$ cat src/hdl/dcm_pkg.sv
// Package for the diverging colour map: widths, palette ROM and colour type.
package dcm_pkg;

   localparam int SAMPLE_W      = 26;
   localparam int FRAC_BITS_DEF = 23;
   localparam int CHAN_W        = 8;
   localparam int SEG_IDX_W     = 4;
   localparam int PAL_LAST      = 8;
   localparam int REQ_TDATA_W   = 32;
   localparam int RSP_TDATA_W   = 24;

   typedef struct packed {
      logic [CHAN_W-1:0] blue;
      logic [CHAN_W-1:0] green;
      logic [CHAN_W-1:0] red;
   } rgb_type;

   localparam rgb_type BLACK = '{blue: 8'h00, green: 8'h00, red: 8'h00};

   function automatic rgb_type palette(input logic [SEG_IDX_W-1:0] idx);
      rgb_type c;
      case (idx)
         4'd0:    c = '{red: 8'h00, green: 8'h00, blue: 8'h90};
         4'd1:    c = '{red: 8'h00, green: 8'h0f, blue: 8'hff};
         4'd2:    c = '{red: 8'h00, green: 8'h90, blue: 8'hff};
         4'd3:    c = '{red: 8'h0f, green: 8'hff, blue: 8'hee};
         4'd4:    c = '{red: 8'hff, green: 8'hff, blue: 8'hff};
         4'd5:    c = '{red: 8'hff, green: 8'hee, blue: 8'h00};
         4'd6:    c = '{red: 8'hff, green: 8'h70, blue: 8'h00};
         4'd7:    c = '{red: 8'hee, green: 8'h00, blue: 8'h00};
         default: c = '{red: 8'h7f, green: 8'h00, blue: 8'h00};
      endcase
      return c;
   endfunction

endpackage

$ cat src/hdl/diverging_colormap_lookup_core.sv
// Diverging colour map core: input register, palette interpolation, result register.
// Each beat passes the input and result registers once; the result register drives the response.
// Throughput: one beat per cycle while the response is not stalled.
// Request ready falls only when both registers hold beats and the response is stalled.
// Reset: synchronous, active high; clears both valid flags, no buffered beats survive.
module diverging_colormap_lookup_core #(
   parameter int FRAC_BITS = dcm_pkg::FRAC_BITS_DEF
) (
   input  logic                             clock,
   input  logic                             reset,
   input  logic                             req_tvalid,
   output logic                             req_tready,
   input  logic [dcm_pkg::REQ_TDATA_W-1:0]  req_tdata,  // [25:0] sample
   output logic                             rsp_tvalid,
   input  logic                             rsp_tready,
   output logic [dcm_pkg::RSP_TDATA_W-1:0]  rsp_tdata,  // [7:0] red, [15:8] green, [23:16] blue
   output logic                             rsp_tuser   // [0] out_of_range
);

   localparam int SW     = dcm_pkg::SAMPLE_W;
   localparam int FRAC_W = FRAC_BITS - 2;
   localparam int CW     = (FRAC_BITS + 3 > SW + 1) ? FRAC_BITS + 3 : SW + 1;
   localparam logic signed [CW-1:0] ONE_VAL = CW'(1) <<< FRAC_BITS;
   localparam dcm_pkg::rgb_type LAST_C =
      dcm_pkg::palette(dcm_pkg::SEG_IDX_W'(dcm_pkg::PAL_LAST));

   logic                  s1_valid_ff, s1_valid_in;
   logic [SW-1:0]         sample_ff, sample_in;
   logic                  rsp_valid_ff, rsp_valid_in;
   dcm_pkg::rgb_type      colour_ff, colour_in;
   logic                  oor_ff, oor_in;

   logic                  s2_ready;
   logic                  s1_advance;
   logic signed [CW-1:0]  samp_ext;
   logic [CW-1:0]         n_idx;
   logic [dcm_pkg::SEG_IDX_W-1:0] seg;
   logic [FRAC_W-1:0]     frac;
   dcm_pkg::rgb_type      base_c, next_c, interp_c;

   assign s2_ready   = !rsp_valid_ff || rsp_tready;
   assign s1_advance = s1_valid_ff && s2_ready;
   assign req_tready = !s1_valid_ff || s2_ready;

   always_comb begin
      samp_ext = {{(CW-SW){sample_ff[SW-1]}}, sample_ff};
      n_idx    = samp_ext + ONE_VAL;
      seg      = n_idx[FRAC_BITS+1 -: dcm_pkg::SEG_IDX_W];
      frac     = n_idx[FRAC_W-1:0];
      base_c   = dcm_pkg::palette(seg);
      next_c   = dcm_pkg::palette(seg + dcm_pkg::SEG_IDX_W'(1));
   end

   dcm_chan #(.FRAC_W(FRAC_W)) u_red (
      .base(base_c.red), .next(next_c.red), .frac(frac), .value(interp_c.red)
   );
   dcm_chan #(.FRAC_W(FRAC_W)) u_green (
      .base(base_c.green), .next(next_c.green), .frac(frac), .value(interp_c.green)
   );
   dcm_chan #(.FRAC_W(FRAC_W)) u_blue (
      .base(base_c.blue), .next(next_c.blue), .frac(frac), .value(interp_c.blue)
   );

   always_comb begin
      s1_valid_in  = s1_valid_ff;
      sample_in    = sample_ff;
      rsp_valid_in = rsp_valid_ff;
      colour_in    = colour_ff;
      oor_in       = oor_ff;
      if (req_tvalid && req_tready) begin
         s1_valid_in = 1'b1;
         sample_in   = req_tdata[SW-1:0];
      end else if (s1_advance) begin
         s1_valid_in = 1'b0;
      end
      if (s1_advance) begin
         rsp_valid_in = 1'b1;
         oor_in       = (samp_ext < -ONE_VAL) || (samp_ext > ONE_VAL);
         if (oor_in) begin
            colour_in = dcm_pkg::BLACK;
         end else if (seg >= dcm_pkg::SEG_IDX_W'(dcm_pkg::PAL_LAST)) begin
            colour_in = dcm_pkg::palette(dcm_pkg::SEG_IDX_W'(dcm_pkg::PAL_LAST));
         end else begin
            colour_in = interp_c;
         end
      end else if (rsp_tready) begin
         rsp_valid_in = 1'b0;
      end
   end

   always_ff @(posedge clock) begin
      if (reset) begin
         s1_valid_ff  <= 1'b0;
         rsp_valid_ff <= 1'b0;
      end else begin
         s1_valid_ff  <= s1_valid_in;
         rsp_valid_ff <= rsp_valid_in;
      end
      sample_ff <= sample_in;
      colour_ff <= colour_in;
      oor_ff    <= oor_in;
   end

   assign rsp_tvalid = rsp_valid_ff;
   assign rsp_tdata  = {colour_ff.blue, colour_ff.green, colour_ff.red};
   assign rsp_tuser  = oor_ff;

   a_oor_black: assert property (@(posedge clock) disable iff (reset)
      rsp_tvalid && rsp_tuser |-> rsp_tdata == '0)
      else $error("out-of-range beat carries a colour");

   a_reset_empty: assert property (@(posedge clock)
      reset |=> !s1_valid_ff && !rsp_valid_ff)
      else $error("beats survive reset");

   a_full_stall: assert property (@(posedge clock) disable iff (reset)
      s1_valid_ff && rsp_valid_ff && !rsp_tready |-> !req_tready)
      else $error("request accepted while pipeline full and stalled");

   a_plus_one: assert property (@(posedge clock) disable iff (reset)
      s1_advance && samp_ext == ONE_VAL |=> rsp_tdata == LAST_C && !rsp_tuser)
      else $error("plus one does not give the last palette entry");

endmodule

$ cat src/hdl/dcm_chan.sv
// One colour channel: linear step between two palette entries, rounded down.
module dcm_chan #(
   parameter int FRAC_W = dcm_pkg::FRAC_BITS_DEF - 2
) (
   input  logic [dcm_pkg::CHAN_W-1:0] base,
   input  logic [dcm_pkg::CHAN_W-1:0] next,
   input  logic [FRAC_W-1:0]          frac,
   output logic [dcm_pkg::CHAN_W-1:0] value
);

   localparam int PW = FRAC_W + dcm_pkg::CHAN_W;

   logic                      rising;
   logic [dcm_pkg::CHAN_W-1:0] diff;
   logic [PW-1:0]             prod;
   logic [dcm_pkg::CHAN_W-1:0] step;
   logic                      rem_nz;

   always_comb begin
      rising = (next >= base);
      diff   = rising ? (next - base) : (base - next);
      prod   = PW'(diff) * PW'(frac);
      step   = prod[PW-1:FRAC_W];
      rem_nz = |prod[FRAC_W-1:0];
      if (rising) begin
         value = base + step;
      end else begin
         value = base - step - dcm_pkg::CHAN_W'(rem_nz);
      end
   end

endmodule
$ cat config.mk
export PLATFORM = sky130hd
export DESIGN_NAME = diverging_colormap_lookup_core
export DESIGN_NICKNAME = d
export VERILOG_FILES = /design/src/hdl/dcm_pkg.sv /design/src/hdl/diverging_colormap_lookup_core.sv /design/src/hdl/dcm_chan.sv
export SDC_FILE = /design/constraint.sdc
export NUM_CORES = 1
export LEC_CHECK = 0
export BUFFER_PORTS_ARGS = -buffer_cell sky130_fd_sc_hd__buf_2
export CELL_PAD_IN_SITES_DETAIL_PLACEMENT = 0
export CELL_PAD_IN_SITES_GLOBAL_PLACEMENT = 1
export CORE_UTILIZATION = 55
export DETAILED_ROUTE_END_ITERATION = 6
export GPL_TIMING_DRIVEN = 0
export PLACE_DENSITY_LB_ADDON = 0.1
export SETUP_SLACK_MARGIN = 0.05
export SKIP_CTS_REPAIR_TIMING = 1
export SLEW_MARGIN = 20
export SYNTH_ARGS = -nofsm -noshare
export SYNTH_HDL_FRONTEND = slang
export SYNTH_SLANG_ARGS = --single-unit
$ cat constraint.sdc
create_clock -name clock -period 17.5 [get_ports clock]
set_input_delay 1.75 -clock clock [delete_from_list [all_inputs] [get_ports clock]]
set_output_delay 1.75 -clock clock [all_outputs]
set_load 0.05 [all_outputs]
Yosys cells after proc, flatten, opt, wreduce, memory -nomap -nowiden. Memories as Yosys holds them, arrays and structs flattened. Index checks and enable logic that the tools add are counted.

$add $sub $neg: 17. Multiply operators: 3. Magnitude comparators: 6. Multiplexer cells: 13. Reduce and logical (&&, ||, !) cells: 13.

Operator list (count): multiplier 8 x 21 -> 29 bit (3); subtractor 8 bit (9); OR reduction 21 bit (3); two-way mux 24 bit (2); two-way mux 8 bit (6); greater-than comparator 26 x 25 -> 1 bit (second input constant) (1); less-than comparator 26 x 24 -> 1 bit (second input constant) (1); adder 25 bit (second input constant) (1); adder 8 bit (3); greater-or-equal comparator 8 bit (3); subtractor 8 x 1 -> 8 bit (3); two-way mux 7 bit (1); adder 4 x 1 -> 4 bit (second input constant) (1); greater-or-equal comparator 4 bit (second input constant) (1); two-way mux 1 bit (4); nonzero test 2 bit (2); logical OR 1 bit (3); logical AND 1 bit (2); logical NOT 1 bit (2); OR reduction 2 bit (1).

Flip-flop bits (word level): 53. Memory bits (read-only): 384. Input bits: 36. Output and inout bits: 27. Memories kept: 2.

Memories: (name not given) (depth 8, bits a word 24, rd ports 1, clocked after memory_dff 0, write ports 0, RTL line dcm_pkg.sv:22) `case (idx)`; (name not given) (depth 8, bits a word 24, rd ports 1, clocked after memory_dff 0, write ports 0, RTL line dcm_pkg.sv:22).

Longest topological paths before layout. Gate-level depths: netlist of the first run. An unclocked memory read counts as a cell.

Depth in word-level cells: 11. Depth in mapped cells: 52. Depth with buffers taken out: 48.

By module. Synthesis of the first run repeated with hierarchy kept, for this count alone.

Cells, all modules: 3040. Area total of the unflattened synthesis: 25147.9 um^2.

Modules (own cells, without submodules): dcm_chan (u_blue) (instances 1, cells each 1066, area each 8154.1 um^2, sequential area each 0.0 um^2); dcm_chan (u_red) (instances 1, cells each 925, area each 7468.4 um^2, sequential area each 0.0 um^2); dcm_chan (u_green) (instances 1, cells each 808, area each 6732.7 um^2, sequential area each 0.0 um^2); diverging_colormap_lookup_core (instances 1, cells each 241, area each 2792.7 um^2, sequential area each 1571.5 um^2).

Worst setup path after synthesis of the first run. OpenSTA, ideal clock, no wires.

Kind: register to register. Start: reg sample_ff[23]. End: reg colour_ff (netlist bit rsp_tdata[7]), data pin. Library setup time: 146 ps. Arrival: 10600 ps. Setup slack: 6754 ps. Cell stages (with the launch flop): 51. Path through: edfxtp_1 inv_1 ha_1 clkbuf_1 inv_1 clkbuf_1 xnor2_1 nand2_1 inv_1 nand2_1 inv_1 ha_1 inv_1 fa_1 fa_1 a21o_1 a21oi_1 o21bai_1 [... 15 more ...] a21oi_1 o2bb2ai_1 nor4_1 o221ai_1 nor4_1 nand4_1 a2111oi_0 o2111ai_1 fa_1 inv_1 ha_1 a211oi_1 o21a_1 o21ai_0 xnor2_1 o2bb2a_1 a21o_1 a21oi_1.

Word-level cells in the longest chain between the ends: 10.

Ends and longest elaborated chain: start, declared (RTL line diverging_colormap_lookup_core.sv:28) `logic [SW-1:0] sample_ff, sample_in;`; start signal, assigned (RTL line diverging_colormap_lookup_core.sv:99) `sample_ff <= sample_in;`; adder 25 bit (RTL line diverging_colormap_lookup_core.sv:47) `n_idx = samp_ext + ONE_VAL;`; adder 4 x 1 -> 4 bit (RTL line diverging_colormap_lookup_core.sv:51) `next_c = dcm_pkg::palette(seg + dcm_pkg::SEG_IDX_W'(1));`; memory read (8 x 24 bit); two-way mux 24 bit (RTL line dcm_pkg.sv:22); subtractor 8 bit / greater-or-equal comparator 8 bit (equally long branches) (RTL line dcm_chan.sv:21, dcm_chan.sv:20); two-way mux 8 bit (RTL line dcm_chan.sv:21) `diff = rising ? (next - base) : (base - next);`; multiplier 8 x 21 -> 29 bit (RTL line dcm_chan.sv:22) `prod = PW'(diff) * PW'(frac);`; subtractor 8 bit / OR reduction 21 bit (equally long branches) (RTL line dcm_chan.sv:28, dcm_chan.sv:24); subtractor 8 x 1 -> 8 bit (RTL line dcm_chan.sv:28) `value = base - step - dcm_pkg::CHAN_W'(rem_nz);`; two-way mux 8 bit (RTL line dcm_chan.sv:25) `if (rising) begin`; end signal, assigned (RTL line diverging_colormap_lookup_core.sv:100) `colour_ff <= colour_in;`; end, declared (RTL line diverging_colormap_lookup_core.sv:30) `dcm_pkg::rgb_type colour_ff, colour_in;`.

Several ways; a longest one is shown, not always the timed one. A chain may end at the register's enable or synchronous reset.

Worst setup path in the final report of the first run. Ends and elaborated chain as after synthesis.

==> impl_metrics.ini, run 1 <==
[run_status]
status = finished, final reports clean

[worst_setup_path]
timing.critical_path.to = rsp_tdata[7]
critical_path_class = reg2reg
timing.rr.start = sample_ff[23]
timing.critical_path.to_type = register
reg2reg_depth = 50
regToRegEndpoint = rsp_tdata[7]
timing.critical_path.slowest_stage_cell = sky130_fd_sc_hd__xor2_1
timing.critical_path.required_ns = 17.69
critPathLaunchType = register
cp_data_arrival_time_ns = 13.62
cpMostUsedCell = sky130_fd_sc_hd__inv_1
setup.reg_to_reg.worst_slack_ns = 4.07
worst_setup_path_startpoint = sample_ff[23]
timing.critical_path.fanout_max = 10
cp_slowest_stage_delay_ns = 0.59

[die]
floorplan.io_pins = 63
core_mm2 = 0.0378
floorplan.die.height_um = 198
die_footprint_mm2 = 0.0392
horizontal_extent_of_the_die_um = 198
initial_core_util_pct = 55.9
std_cell_rows = 71

[synth]
fraction_of_synthesis_flops_using_an_asynchronous_set_or_reset_pin_pct = 0
average_size_of_a_mapped_cell_um2 = 8.76
synth_seq_area_share_pct = 7.44
synthesis.nets = 3050
postSynth.topFlopCell = sky130_fd_sc_hd__edfxtp_1
synth_enable_flop_cells = 51
synth.cell_area_mm2 = 0.0211
synth_warnings = 0
ys_top_cells_by_area = sky130_fd_sc_hd__fa_1 (35%), sky130_fd_sc_hd__ha_1 (14%), sky130_fd_sc_hd__inv_1 (8.0%), sky130_fd_sc_hd__edfxtp_1 (7.3%), sky130_fd_sc_hd__and2_1 (7.1%)
netlist.area_leader.share_pct = 35.0
yosysTopAreaCell = sky130_fd_sc_hd__fa_1
synth_cell_types = 77
postSynthCellCount = 2411
yosys_register_bits = 53

[sta]
timing.max_slew.rel_slack_pct = 28.3
fin_skew_ns = 0.0104
finalSetupViolations = 0
rsz0062_at_grt = no
timing.final.crit_period_ns = 13.43
post-route-worst-setup-slack_ns = 4.07
timing_hold_violations_final = 0
tightestPinTransition_ns = 1.07
setup_total_negative_slack_ns = 0
final_max_slew_viol_count = 0
fmax_mhz = 74.5
min_period_over_period_pct = 76.8

[final_layout]
area_delta_synth_final_pct = 5.15
commonest_cells_after_routing_fill_and_taps_aside = sky130_fd_sc_hd__inv_1 (448), sky130_fd_sc_hd__fa_1 (369), sky130_fd_sc_hd__and2_1 (240), sky130_fd_sc_hd__ha_1 (234), sky130_fd_sc_hd__nand2_1 (230)
finalNetCount = 3113
most_common_cell_after_layout_fill_and_taps_aside = sky130_fd_sc_hd__inv_1
num_antenna_cells = 0
drive_above_1_share_pct = 4.00

[clock_network]
clock_path_buffers = 2
cts.clk_slew.worst_paths_ns = 0.08
cts_buf_count = 5
cts.sink_count = 53
clock_insertion_delay_at_the_later_pin_of_the_skew_report_ns = 0.34
clock_tree.htree_level_count = 2
clock_tree_from_tritoncts = built
cts-root-buf = sky130_fd_sc_hd__clkbuf_16

[place]
dpl.hpwl_mm = 45.4
pre_cts_ws_ns = 4.18
routabilityCongestion = 0.903
place.port_buffers = 56

[routing]
routedWlPerCell_um = 18.0
avg_vias_per_cell = 5.51
final_antenna_net_count = 0
drt_drc_violations_left = 0
vias = 16467
drt_pass1_iterations = 5
wl_mm = 53.9
detailedRoute.firstIterationViolations = 1017

[min_path]
min-delay-path-class = reg2reg

[global_route]
grt_max_degree = 27
global_route.overflow_total = 0
grt_pass1_vias = 16910
grt_pass1_wl_mm = 86.9
grtUsageTotal_pct = 29.2
number_of_antenna_violations_at_the_first_check_in_global_routing = 1

[job]
max_cap_viol_count = 0
## Yosys cell counts, drive strengths merged, types with 8 or more instances
cell type	count
inv	448
fa	369
and2	241
ha	234
nand2	230
a21oi	109
clkbuf	95
nor2	84
xnor2	60
o21ai	56
edfxtp	51
nor2b	43
nand2b	40
a21o	39
xor2	32
nand3	22
nor3	22
o21bai	21
a211oi	17
mux2i	17
a31oi	16
o21a	14
nand4	12
o211ai	11
buf	9
nor4	8
## layout make-up
cell class | instances | area (um^2)
clock inverter | 3 | 28.8
clock buffer | 5 | 125
fill | 3454 | 15600
inverter | 449 | 1690
timing repair buffer | 56 | 280
tap | 511 | 639
multi-input combinational | 1805 | 17500
sequential | 53 | 1570
buffer | 104 | 404
## worst max-delay path, delay by kind of cell (launching register included)
family,cells,cell delay (ns)
simple gates,5,0.54
xor+xnor,4,1.39
flops,1,0.51
compound gates,17,4.17
fa+ha+maj,11,4.51
buf+inv,13,2.12
## worst min path at each step
stage,startpoint,end,slack (ns),cells past startpoint
global placement,s1_valid_ff,rsp_tvalid,0.50,2
floorplan,s1_valid_ff,rsp_tvalid,0.48,2
finish,s1_valid_ff,rsp_tvalid,0.54,2
detailed placement,s1_valid_ff,rsp_tvalid,0.53,2
global route,s1_valid_ff,rsp_tvalid,0.58,2
CTS,s1_valid_ff,rsp_tvalid,0.54,2
## through the flow
stage	cells	cell area (um^2)	hold slack, ns	utilization [%]
floorplan	2411	21100	0.478	-
global placement	2978	22000	0.503	58.4
detailed placement	2978	22000	0.533	58.4
CTS	2986	22200	0.542	58.8
global route	2986	22200	0.578	58.8
finish	2986	22200	0.537	58.8
## routing by layer
| metal | share of wire (%) | GRT usage [%] | up-vias |
|---|---|---|---|
| li1 | - | - | 7762 |
| met1 | 43 | 38.8 | 8181 |
| met2 | 47 | 49.0 | 458 |
| met3 | 7.3 | 5.43 | 66 |
| met4 | 2.1 | 7.26 | 0 |
| met5 | 0 | 0 | - |
## state kept, by name (all words and copies together), names as in the netlist
register     cells
rsp_tdata       24
rsp_tuser        1
rsp_tvalid       1
s1_valid_ff      1
sample_ff       26
## cell families (layout without fill, tap and decap cells)
group	after synthesis	after routing	synth area share (%)
flip-flops	53	53	7.44
adder cells (fa/ha/maj)	603	603	48.9
XOR/XNOR	92	92	3.82
multiplexers	22	22	1.07
AO/OA/AOI/OAI	346	346	10.7
buffers and inverters	553	617	9.90
AND/OR/NAND/NOR	742	742	18.2
Power of run 1 is not shown: default switching activity piles up to over one toggle a cycle in this logic, so the estimate is an artifact.
==> run 2: changes to the inputs <==
Settings changed: ABC_AREA set to 1, CORE_UTILIZATION 55 to 45.
Clock period 17.5 ns to 11.2 ns, I/O delays scaled along.
==> run 2 against run 1 <==
Synthesized cell count rose by 10%. Highest routed layer unchanged. Setup slack lost 3.5 ns. Clock skew about the same. Count of clock-buffer cells in the layout is 1 higher. Area after synthesis shrank 1.6%. Via count up 5.6%. Register-to-register slack worse by 3.5 ns. Flip-flop and latch count did not move. Critical endpoint is now rsp_tdata[6]. Design area increased by 1.2%.
==> impl_metrics.ini, run 2 <==
[worst_setup_path]
regToRegEndpoint = rsp_tdata[6]
critPathLaunchType = register
reg2reg_depth = 50
timing.critical_path.fanout_max = 10
critical_path_class = reg2reg
setup.reg_to_reg.worst_slack_ns = 0.55
timing.critical_path.required_ns = 11.31
timing.critical_path.slowest_stage_cell = sky130_fd_sc_hd__fa_1
critPathBufInv = 12
cell_class_contributing_the_biggest_share_of_worst_path_delay = adder cells
cp_slowest_stage_delay_ns = 0.60
timing.rr.start = sample_ff[22]
cp_data_arrival_time_ns = 10.77
path_depth = 50
timing.critical_path.to_type = register

[clock_network]
cts.sink_count = 53
clock_tree.htree_level_count = 2
cts.clk_slew.worst_paths_ns = 0.08
cts_buf_count = 5
clock_tree_from_tritoncts = built
clock_path_buffers = 2
cts-root-buf = sky130_fd_sc_hd__clkbuf_16
clock_insertion_delay_at_the_later_pin_of_the_skew_report_ns = 0.35

[sta]
timing.max_slew.rel_slack_pct = 47.1
post-route-worst-setup-slack_ns = 0.546
tightestPinTransition_ns = 0.794
fin_skew_ns = 0.0109
timing_hold_violations_final = 0
hold_ws_ns = 0.524
min_period_over_period_pct = 95.1
timing.final.crit_period_ns = 10.65
finalSetupViolations = 0
final_max_slew_viol_count = 0
fmax_mhz = 93.9
setup_total_negative_slack_ns = 0
rsz0062_at_grt = yes

[synth]
average_size_of_a_mapped_cell_um2 = 7.83
ys_top_cells_by_area = sky130_fd_sc_hd__fa_1 (36%), sky130_fd_sc_hd__ha_1 (14%), sky130_fd_sc_hd__inv_1 (10%), sky130_fd_sc_hd__nand2_1 (7.9%), sky130_fd_sc_hd__edfxtp_1 (7.4%)
post-synth-top-count-cell = sky130_fd_sc_hd__inv_1
netlist.area_leader.share_pct = 35.6
synth_commonest_cells = sky130_fd_sc_hd__inv_1 (563), sky130_fd_sc_hd__nand2_1 (437), sky130_fd_sc_hd__nor2_1 (375)
fraction_of_synthesis_flops_using_an_asynchronous_set_or_reset_pin_pct = 0
synth_cell_types = 55
synth_enable_flop_cells = 51
synth_seq_area_share_pct = 7.56
postSynth.topFlopCell = sky130_fd_sc_hd__edfxtp_1
postSynthCellCount = 2654
synth_warnings = 0
yosys_register_bits = 53
synth.cell_area_mm2 = 0.0208
synthesis.nets = 3293
yosysTopAreaCell = sky130_fd_sc_hd__fa_1

[routing]
drt_pass1_iterations = 6
detailedRoute.firstIterationViolations = 1180
wl_mm = 57.4
routedWlPerCell_um = 17.2
vias = 17385
drt_drc_violations_left = 0
avg_vias_per_cell = 5.20
final_antenna_net_count = 0

[die]
initial_core_util_pct = 45.7
horizontal_extent_of_the_die_um = 217
floorplan.io_pins = 63
core_mm2 = 0.0455
die_footprint_mm2 = 0.0470
std_cell_rows = 78
floorplan.die.height_um = 217

[place]
pre_cts_ws_ns = -0.536
routabilityCongestion = 0.910
dpl.hpwl_mm = 48.9
placed_cells = 3311
place.port_buffers = 56

[min_path]
holdCritStartpoint = s1_valid_ff
min-delay-path-class = reg2reg
holdPathStages = 2
hold_path_endpoint = rsp_tvalid

[final_layout]
largest-register = sample_ff
commonest_cells_after_routing_fill_and_taps_aside = sky130_fd_sc_hd__inv_1 (561), sky130_fd_sc_hd__nand2_1 (433), sky130_fd_sc_hd__nor2_1 (371), sky130_fd_sc_hd__fa_1 (367), sky130_fd_sc_hd__ha_1 (234)
area_delta_synth_final_pct = 8.13
drive_above_1_share_pct = 7.47
final-instance-count-excl-fill = 3343
most_common_cell_after_layout_fill_and_taps_aside = sky130_fd_sc_hd__inv_1
num_antenna_cells = 0
largest_reg_flops = 26
finalNetCount = 3381

[global_route]
grt_pass1_vias = 17879
global_route.overflow_total = 0
number_of_antenna_violations_at_the_first_check_in_global_routing = 0
grt_pass1_wl_mm = 93.5
grtUsageTotal_pct = 25.7
grt_max_degree = 27

[run_status]
status = finished, final reports clean

[job]
max_cap_viol_count = 0
[run 2: worst max-delay path by stage]
stage / startpoint / endpoint / slack, ns
floorplan: sample_ff[23] / rsp_tdata[14] / 1.63
global placement: sample_ff[23] / rsp_tdata[22] / -0.90
detailed placement: sample_ff[23] / rsp_tdata[6] / -0.54
CTS: sample_ff[23] / rsp_tdata[14] / -0.56
global route: sample_ff[23] / rsp_tdata[22] / -0.02
finish: sample_ff[22] / rsp_tdata[6] / 0.55
[run 2: cell families (layout without fill, tap and decap cells)]
kind of cell / Yosys count / in the layout / share of synthesized area [%]
compound gates: 297 / 297 / 8.18
xor+xnor: 89 / 89 / 3.93
fa+ha+maj: 603 / 603 / 49.6
mux: 3 / 3 / 0.145
flops: 53 / 53 / 7.56
simple gates: 948 / 948 / 18.4
buf+inv: 661 / 750 / 12.2
[run 2: worst register-to-register path: cells and delay by family, from the launching register on]
family                     cells  cell delay [ns]
and+or+nand+nor               14             1.81
buffers and inverters         12             1.27
AOI/OAI and AO/OA             10             1.37
adders and majority gates     12             5.21
xor gates and xnor gates       2             0.34
DFF                            1             0.47
[run 2: layer usage]
layer | GRT usage (%) | up-vias | part of all wire [%]
met1 | 35.5 | 8626 | 44
met3 | 3.26 | 57 | 6.5
li1 | - | 8250 | -
met4 | 6.62 | 0 | 2.2
met5 | 0 | - | 0
met2 | 42.6 | 452 | 47
[run 2: cell type report]
type	count	area [um^2]
well taps	600	751
clock buffers	6	139
flip-flops and latches	53	1570
clock inverters	2	41.3
repair buffers	82	533
inverters	584	2200
plain buffers	76	354
multi-input cells	1940	16900
fillers	4701	23000
[run 2: per-stage QoR]
stage          utilization (%)  cell area, um^2
2_1_floorplan                -            20800
3_3_place_gp              48.0            21800
3_5_place_dp              48.0            21900
4_1_cts                   48.4            22000
5_1_grt                   49.4            22500
6_report                  49.4            22500
Power of run 2 is left out for the same reason.
